`config.mk`:
```
export PLATFORM = sky130hd
export DESIGN_NAME = multichannel_ping_retry_engine
export DESIGN_NICKNAME = d
export VERILOG_FILES = /design/src/mpre_pkg.sv /design/src/multichannel_ping_retry_engine.sv
export SDC_FILE = /design/constraint.sdc
export NUM_CORES = 2
export LEC_CHECK = 0
export BUFFER_PORTS_ARGS = -buffer_cell sky130_fd_sc_hd__buf_2
export CAP_MARGIN = 0
export CORE_MARGIN = 3
export CORE_UTILIZATION = 58
export CTS_BUF_LIST = sky130_fd_sc_hd__clkbuf_4
export DETAILED_ROUTE_END_ITERATION = 7
export HOLD_SLACK_MARGIN = 0.03
export PLACE_DENSITY = 0.79
export SLEW_MARGIN = 20
export SYNTH_ARGS = -nofsm -noshare
export SYNTH_HDL_FRONTEND = slang
export SYNTH_SLANG_ARGS = --single-unit
```
`constraint.sdc`:
```
create_clock -name clk -period 7.2 [get_ports clk]
set_input_delay 0.72 -clock clk [delete_from_list [all_inputs] [get_ports clk]]
set_output_delay 0.72 -clock clk [all_outputs]
set_load 0.02 [all_outputs]
```
`src/mpre_pkg.sv`:
```
// shared types and constants of the multichannel ping retry engine
package mpre_pkg;

	// channel table size and per-item result cap
	localparam int CHANNELS_DEF = 8;
	localparam int MAX_RESULTS  = 8;

	// identifier word after reset and its step per request
	localparam logic [31:0] SEQ_RESET = 32'h1004_3119;
	localparam logic [31:0] SEQ_STEP  = 32'h0001_0001;

	// attempt count saturates here
	localparam logic [7:0] ATTEMPTS_MAX = 8'hFF;

	// item function codes
	typedef enum logic [1:0] {
		FN_TICK  = 2'd0,
		FN_START = 2'd1,
		FN_STOP  = 2'd2,
		FN_REPLY = 2'd3
	} func_t;

	// result kinds
	typedef enum logic {
		EV_SEND = 1'b0,
		EV_DONE = 1'b1
	} ev_kind_t;

	// channel phases
	typedef enum logic [2:0] {
		PH_IDLE  = 3'd0,
		PH_ARMED = 3'd1,
		PH_RETRY = 3'd2,
		PH_WAIT  = 3'd3,
		PH_DONE  = 3'd4
	} phase_t;

	// sequencer states
	typedef enum logic [1:0] {
		ST_IDLE  = 2'd0,
		ST_WALK  = 2'd1,
		ST_FLUSH = 2'd2
	} state_t;

	// command item
	typedef struct packed {
		func_t       func;
		logic [2:0]  channel_sel;
		logic [31:0] target_ip;
		logic        ip_valid;
		logic [31:0] timeout_ticks;
		logic [7:0]  max_retries;
		logic [31:0] reply_id;
		logic [31:0] reply_src_ip;
		logic [31:0] now;
		logic [3:0]  tx_credits;
	} cmd_item_t;

	// result item
	typedef struct packed {
		logic [2:0]  channel_num;
		ev_kind_t    event_kind;
		logic [31:0] seq_id;
		logic [31:0] dest_ip;
		logic        success;
		logic        last;
	} evt_item_t;

	// channel settings written by a start item
	typedef struct packed {
		logic [31:0] addr;
		logic        addr_ok;
		logic [31:0] timeout;
		logic [7:0]  limit;
	} chan_cfg_t;

	// channel progress written by the walk
	typedef struct packed {
		logic [7:0]  attempts;
		logic [31:0] deadline;
		logic [31:0] expect_id;
	} chan_dyn_t;

endpackage

```
`src/multichannel_ping_retry_engine.sv`:
```
// top level of the multichannel ping retry engine
//
// Usage: commands enter on the cmd channel (cmd_valid, cmd_stall, cmd) and
// results leave on the evt channel (evt_valid, evt_stall, evt). A start item
// loads a channel's target, timeout and retry limit and arms it; a stop item
// idles it. Both give no result.
// A tick or reply item walks the channel table, one channel per cycle
// unless a stalled receiver pauses it: the settings and progress memories
// are read into registers ahead of evaluation, and progress and phases are
// written back in the evaluation cycle. No new item is taken before the
// walk is through. A result is held until the walk makes the next one or
// ends; the final one carries last.
// Results pass a one-entry holding stage and a registered output, so a
// stalled receiver only pauses the walk when both are full; cmd_stall stays
// high for the whole walk and until the final result is in the output
// register.
// Reset idles every channel and loads the identifier counter; the memories
// need no clearing pass, only channels a start item armed use their data.
module multichannel_ping_retry_engine
	import mpre_pkg::*;
#(
	parameter int CHANNELS = CHANNELS_DEF
) (
	input  logic      clk,
	input  logic      arst_n,
	input  logic      cmd_valid,
	output logic      cmd_stall,
	input  cmd_item_t cmd,
	output logic      evt_valid,
	input  logic      evt_stall,
	output evt_item_t evt
);

	localparam int IDX_W = (CHANNELS > 1) ? $clog2(CHANNELS) : 1;
	localparam int CNT_W = $clog2(MAX_RESULTS + 1);

	// sequencer and walk registers
	state_t            state_q, state_d;
	logic [IDX_W-1:0]  idx_q;
	logic [CNT_W-1:0]  count_q;
	func_t             func_q;
	logic [31:0]       now_q;
	logic [3:0]        cred_q;
	logic [31:0]       rid_q;
	logic [31:0]       rsrc_q;
	logic [31:0]       seq_q;

	// channel phases, cleared by reset
	phase_t            phase_q [CHANNELS];

	// channel memories and their read data
	chan_cfg_t         cfg_mem [CHANNELS];
	chan_dyn_t         dyn_mem [CHANNELS];
	chan_cfg_t         cfg_s1;
	chan_dyn_t         dyn_s1;

	// holding stage and output register
	evt_item_t         pend_q;
	logic              pend_valid_q;
	evt_item_t         evt_q;
	logic              evt_valid_q;

	// control
	logic              accept;
	logic              walk_start;
	logic              out_free;
	logic              walk_go;
	logic              walk_end;
	logic              rd_en;
	logic [IDX_W-1:0]  rd_addr;
	logic              sel_ok;
	logic [IDX_W-1:0]  sel_idx;

	// evaluation results
	phase_t            cur_ph;
	phase_t            new_ph;
	logic              emit;
	logic              cred_dec;
	logic              seq_adv;
	chan_dyn_t         dyn_wd;
	evt_item_t         res;
	logic [31:0]       seq_inc;
	logic [7:0]        att_base;
	logic [CNT_W-1:0]  count_nx;
	logic              evt_load;

	assign accept     = cmd_valid && !cmd_stall;
	assign cmd_stall  = (state_q != ST_IDLE);
	assign walk_start = accept && (cmd.func == FN_TICK || cmd.func == FN_REPLY);
	assign out_free   = !evt_valid_q || !evt_stall;
	assign sel_ok     = (32'(cmd.channel_sel) < 32'(CHANNELS));
	assign sel_idx    = IDX_W'(cmd.channel_sel);
	assign seq_inc    = seq_q + SEQ_STEP;
	assign cur_ph     = phase_q[idx_q];

	// channel evaluation
	always_comb begin
		emit     = 1'b0;
		new_ph   = cur_ph;
		cred_dec = 1'b0;
		seq_adv  = 1'b0;
		dyn_wd   = dyn_s1;
		att_base = (cur_ph == PH_ARMED) ? 8'd0 : dyn_s1.attempts;
		res.channel_num = 3'(idx_q);
		res.event_kind  = EV_DONE;
		res.seq_id      = 32'd0;
		res.dest_ip     = cfg_s1.addr;
		res.success     = 1'b0;
		res.last        = 1'b0;
		if (func_q == FN_TICK) begin
			priority if (cur_ph == PH_ARMED && !cfg_s1.addr_ok) begin
				dyn_wd.attempts = 8'd0;
				new_ph          = PH_DONE;
				emit            = 1'b1;
			end else if (cur_ph == PH_ARMED || cur_ph == PH_RETRY) begin
				dyn_wd.attempts = att_base;
				if (cred_q != 4'd0) begin
					cred_dec         = 1'b1;
					seq_adv          = 1'b1;
					dyn_wd.expect_id = seq_inc;
					dyn_wd.attempts  = (att_base == ATTEMPTS_MAX) ? ATTEMPTS_MAX
						: att_base + 8'd1;
					dyn_wd.deadline  = now_q + cfg_s1.timeout;
					new_ph           = PH_WAIT;
					emit             = 1'b1;
					res.event_kind   = EV_SEND;
					res.seq_id       = seq_inc;
				end
			end else if (cur_ph == PH_WAIT && now_q > dyn_s1.deadline) begin
				if (dyn_s1.attempts < cfg_s1.limit) begin
					new_ph = PH_RETRY;
				end else begin
					new_ph = PH_DONE;
					emit   = 1'b1;
				end
			end else begin
				new_ph = cur_ph;
			end
		end else begin
			if (cur_ph == PH_WAIT && dyn_s1.expect_id == rid_q && cfg_s1.addr == rsrc_q) begin
				new_ph      = PH_DONE;
				emit        = 1'b1;
				res.success = 1'b1;
			end
		end
	end

	// walk progress
	always_comb begin
		walk_go  = (state_q == ST_WALK) && !(emit && pend_valid_q && !out_free);
		count_nx = count_q + CNT_W'(emit);
		walk_end = (idx_q == IDX_W'(CHANNELS - 1)) || (count_nx == CNT_W'(MAX_RESULTS));
		rd_en    = walk_start || (walk_go && !walk_end);
		rd_addr  = (state_q == ST_IDLE) ? '0 : IDX_W'(idx_q + 1'b1);
		evt_load = (walk_go && emit && pend_valid_q)
			|| (state_q == ST_FLUSH && pend_valid_q && out_free);
	end

	// next state
	always_comb begin
		state_d = state_q;
		unique case (state_q)
			ST_IDLE:  if (walk_start) state_d = ST_WALK;
			ST_WALK:  if (walk_go && walk_end) state_d = ST_FLUSH;
			ST_FLUSH: if (!pend_valid_q || out_free) state_d = ST_IDLE;
			default:  state_d = ST_IDLE;
		endcase
	end

	// sequencer registers
	always_ff @(posedge clk or negedge arst_n) begin
		if (!arst_n) begin
			state_q <= ST_IDLE;
			idx_q   <= '0;
			count_q <= '0;
			seq_q   <= SEQ_RESET;
			cred_q  <= 4'd0;
		end else begin
			state_q <= state_d;
			if (walk_start) begin
				idx_q   <= '0;
				count_q <= '0;
				cred_q  <= cmd.tx_credits;
			end else if (walk_go) begin
				count_q <= count_nx;
				if (!walk_end) idx_q <= IDX_W'(idx_q + 1'b1);
				if (cred_dec) cred_q <= cred_q - 4'd1;
				if (seq_adv) seq_q <= seq_inc;
			end
		end
	end

	// latched item fields
	always_ff @(posedge clk) begin
		if (walk_start) begin
			func_q <= cmd.func;
			now_q  <= cmd.now;
			rid_q  <= cmd.reply_id;
			rsrc_q <= cmd.reply_src_ip;
		end
	end

	// channel phases
	always_ff @(posedge clk or negedge arst_n) begin
		if (!arst_n) begin
			for (int i = 0; i < CHANNELS; i++) phase_q[i] <= PH_IDLE;
		end else begin
			if (accept && sel_ok && cmd.func == FN_START) phase_q[sel_idx] <= PH_ARMED;
			else if (accept && sel_ok && cmd.func == FN_STOP) phase_q[sel_idx] <= PH_IDLE;
			else if (walk_go) phase_q[idx_q] <= new_ph;
		end
	end

	// settings memory
	always_ff @(posedge clk) begin
		if (accept && sel_ok && cmd.func == FN_START) begin
			cfg_mem[sel_idx] <= '{addr: cmd.target_ip, addr_ok: cmd.ip_valid,
				timeout: cmd.timeout_ticks, limit: cmd.max_retries};
		end
		if (rd_en) cfg_s1 <= cfg_mem[rd_addr];
	end

	// progress memory
	always_ff @(posedge clk) begin
		if (walk_go) dyn_mem[idx_q] <= dyn_wd;
		if (rd_en) dyn_s1 <= dyn_mem[rd_addr];
	end

	// holding stage and output register control
	always_ff @(posedge clk or negedge arst_n) begin
		if (!arst_n) begin
			pend_valid_q <= 1'b0;
			evt_valid_q  <= 1'b0;
		end else begin
			if (walk_go && emit) pend_valid_q <= 1'b1;
			else if (state_q == ST_FLUSH && out_free) pend_valid_q <= 1'b0;
			if (evt_load) evt_valid_q <= 1'b1;
			else if (!evt_stall) evt_valid_q <= 1'b0;
		end
	end

	// holding stage and output register data
	always_ff @(posedge clk) begin
		if (walk_go && emit) pend_q <= res;
		if (evt_load) begin
			evt_q <= '{channel_num: pend_q.channel_num, event_kind: pend_q.event_kind,
				seq_id: pend_q.seq_id, dest_ip: pend_q.dest_ip,
				success: pend_q.success, last: (state_q == ST_FLUSH)};
		end
	end

	assign evt_valid = evt_valid_q;
	assign evt       = evt_q;

`ifndef NO_ASSERTIONS
	// result count never passes the cap
	a_count_cap: assert property (@(posedge clk) disable iff (!arst_n)
		count_q <= CNT_W'(MAX_RESULTS))
		else $error("result count above cap");

	// a send request is only made with credit left
	a_credit: assert property (@(posedge clk) disable iff (!arst_n)
		(walk_go && seq_adv) |-> (cred_q != 4'd0))
		else $error("send without credit");

	// the output register is only loaded from a held result
	a_load_src: assert property (@(posedge clk) disable iff (!arst_n)
		evt_load |-> pend_valid_q)
		else $error("output loaded from empty holding stage");

	// a finished walk leaves nothing held
	a_flush_empty: assert property (@(posedge clk) disable iff (!arst_n)
		(state_q == ST_FLUSH && state_d == ST_IDLE) |=> !pend_valid_q)
		else $error("result left behind after walk");

	// a result marked last is only shown after the walk has ended
	a_last_idle: assert property (@(posedge clk) disable iff (!arst_n)
		(evt_load && state_q == ST_FLUSH) |=> (state_q == ST_IDLE))
		else $error("last result before walk end");
`endif

endmodule

```
==> flow_summary.ini <==
[outcome]
outcome = finished clean

[placement]
hpwl_um = 91120
dp_worst_setup_slack_ps = 1224
portBuffers = 253
routabilityCongestion = 0.8853
place_area_um2 = 67580

[logic_synthesis]
synth_top_area_share_pct = 71.76
synth_enable_flop_cells = 1542
ys_warn_count = 0
avgSynthCellArea_um2 = 14.07
async_reset_ff_share_pct = 4.402
synth_top_cell_by_area = edfxtp_1
synth_nets = 4848
synth_area_leaders = edfxtp_1, nand2_1, nand3_1, o21ai_0, mux2_2
ys.flop_type = edfxtp_1
seq_area_frac_synth_pct = 74.53
ys_seq_elements = 1613
syn-cell-area_um2 = 64530
synthCells = 4586
synth.distinct_cells = 72

[floorplan]
dieWidth_um = 339.6
rows = 121
core_um2 = 109600
ios = 254
die_h_um = 339.6
start_util_pct = 58.87
die-area_um2 = 115300

[clock_tree]
numCtsBuffers = 396
root_buffer = clkbuf_4
clk_pin_slew_ps = 90
htree_levels = 5
cts_max_path_buffers = 4
cts_sinks = 1613
post_cts_buffers = 0
cts_tree = yes
clock_latency_ps = 1260

[hold_path]
hold_path_class = primary input to flop
holdPathStages = 2
min-delay-start = cmd[70]
hold_path_end = rid_q[2]

[global_route]
grt_pass1_vias = 41690
grt_pass1_wl_um = 241500
grt_max_degree = 165
antenna_found_initial = 17
grtUsageTotal_pct = 27.41
overflow = 0

[critical_path]
critPathKind = flop to flop
cp.arrival_ps = 6890
reg2reg_slack_ps = 1050
worst_setup_path_start_kind = flop
crit_fanout = 64
timing.rr.end = dyn_s1[6]
regToRegStartpoint = idx_q[0]
reg2reg_depth = 16
endpoint_kind = flop
critical_path_required_ps = 7940

[sta]
slew_headroom_pct = 27.88
rsz0062_at_grt = no
tightest_slew_ps = 1082
tns_ps = 0
finalCritPeriodShare_pct = 85.43
setup_viol = 0
fin_skew_ps = 152.4
fmax_ghz = 0.1626
hold_violations = 0
layout_setup_ws_ps = 1049
maxSlewViolCount = 0
min_period_ps = 6151

[route]
drtIter0Drc = 4690
postRouteAntennaNets = 0
vias = 41717
vias_per_cell = 5.939
totalWireLength_um = 159700
first_pass_iters = 6
wl_per_cell_um = 22.73
drcViolationCount = 0

[pwr]
p_leak_nw = 27.20
p_per_area_nw_per_um2 = 447.2
ir_drop_uv = 512.7

[finish]
nets = 5509
design_area_um2 = 74440
final-seq-area_um2 = 48090
drive_above_1_share_pct = 20.46
multi_input_area_um2 = 15360
areaGrowthSynthToFinish_pct = 15.36
fillers = 7181

[run]
drv_cap = 0
[registers in the layout, indices dropped and copies added, names as in the netlist]
signal	count
cfg_mem	584
cfg_s1	73
count_q	4
cred_q	4
dyn_mem	576
dyn_s1	72
evt	70
evt_valid	1
func_q	2
idx_q	3
now_q	32
pend_q	69
pend_valid_q	1
phase_q	24
rid_q	32
rsrc_q	32
seq_q	32
state_q	2
[Yosys cell counts (6+ instances only)]
library cell  instances
edfxtp_1           1542
nand2_1             850
nand3_1             479
o21ai_0             351
clkbuf_1            209
mux2_2              151
o22ai_1             147
xor2_1              103
nor2_1               82
ha_1                 79
inv_1                76
dfrtp_1              63
a21o_1               61
a21oi_1              58
xnor2_1              31
mux2i_1              24
nand4_1              21
a22o_1               19
nor4_1               19
buf_2                17
and3_1               16
buf_1                15
a31oi_1              14
nand2b_1             13
nor3_1               11
or3_1                11
nor2b_1              10
and2_1                8
dfstp_2               8
a211o_1               7
o211ai_1              7
o21a_1                7
o31ai_1               7
a211oi_1              6
[final cells by class]
| cell class | instances | area share [%] |
|---|---|---|
| flip-flops and latches | 1613 | 64.61 |
| multi-input cells | 2654 | 20.63 |
| well taps | 1476 | 2.481 |
| clock buffers | 581 | 5.859 |
| inverters | 76 | 0.4000 |
| diodes | 10 | 0.03362 |
| clock inverters | 108 | 0.8790 |
| repair buffers | 506 | 5.110 |
[critical path, stage by stage (launching register included)]
cell,delay [ps]
dfrtp_4,790
buf_4,600
o211ai_1,160
a22o_1,320
nor3_1,550
o21ai_0,240
a31oi_1,470
a211o_4,260
and2_1,220
ha_1,200
nand3_1,100
xor2_1,220
nor4_1,100
nor2_1,210
nand2_2,160
nand2_4,160
buf_4,830
[stage by stage]
step                power, mW  hold slack, ps  utilization (%)  cells
CTS                     33.18           68.42            67.89   7014
detailed placement      25.65           404.5            61.65   6143
global placement        25.22           400.3            61.62   6142
finish                  33.29           173.1            67.92   7024
floorplan               21.59           400.3                -   4586
global route            35.03           108.2            67.90   7018
[what timing repair did]
action	in CTS	in global routing
hold buffers	182	0
gates resized for setup	0	0
endpoints found under the hold margin	770	0
[cells in the final DEF, fill, tap and decap left out, types with 24 or more instances in the layout]
master            n
o22ai_1         147
clkinv_1         86
o21ai_0         351
ha_1             78
clkbuf_4        581
a21o_1           61
buf_4            57
mux2i_1          24
dfrtp_1          62
edfxtp_1       1542
dlygate4sd3_1   182
nand3_1         479
inv_1            69
nand2_1         845
buf_2           253
xor2_1          103
a21oi_1          57
nor2_1           74
mux2_2          151
xnor2_1          31
[worst max-delay path by stage]
stage               startpoint         end  slack [ps]  depth (start not counted)
finish                idx_q[0]   dyn_s1[6]        1050                         16
global route          idx_q[0]   dyn_s1[6]         800                         16
CTS                   idx_q[0]  dyn_s1[11]        1150                         16
detailed placement    idx_q[0]  cfg_s1[47]        1220                         16
global placement      idx_q[0]  cfg_s1[49]        1410                         16
floorplan             idx_q[1]   cfg_s1[0]         370                         15
[logic make-up (layout without fill, tap and decap cells)]
group	count (synthesis)	count (layout)	share of synthesized area (%)
flip-flops	1613	1613	74.53
AND/OR/NAND/NOR	1548	1548	10.53
AO/OA/AOI/OAI	716	716	6.622
buffers and inverters	319	1271	1.906
multiplexers	176	176	3.031
XOR/XNOR	134	134	1.819
adder cells (fa/ha/maj)	80	80	1.563
other	0	10	0
[report_power, final]
group	total, mW	switching, mW	internal, mW	leakage [nW]
Clock	7.50	3.53	3.97	2.97
Combinational	11.7	8.16	3.58	9.25
Sequential	14.0	0.849	13.2	15.0
Total	33.3	12.5	20.7	27.2
[routing by layer]
layer	track usage [%]	up-vias	wire length, um
li1	-	18689	-
met1	35.84	20275	60000
met2	44.82	2444	78900
met3	6.576	297	16300
met4	10.61	12	4385
met5	0	-	81
No activity file was read; power rests on OpenSTA's default activity.
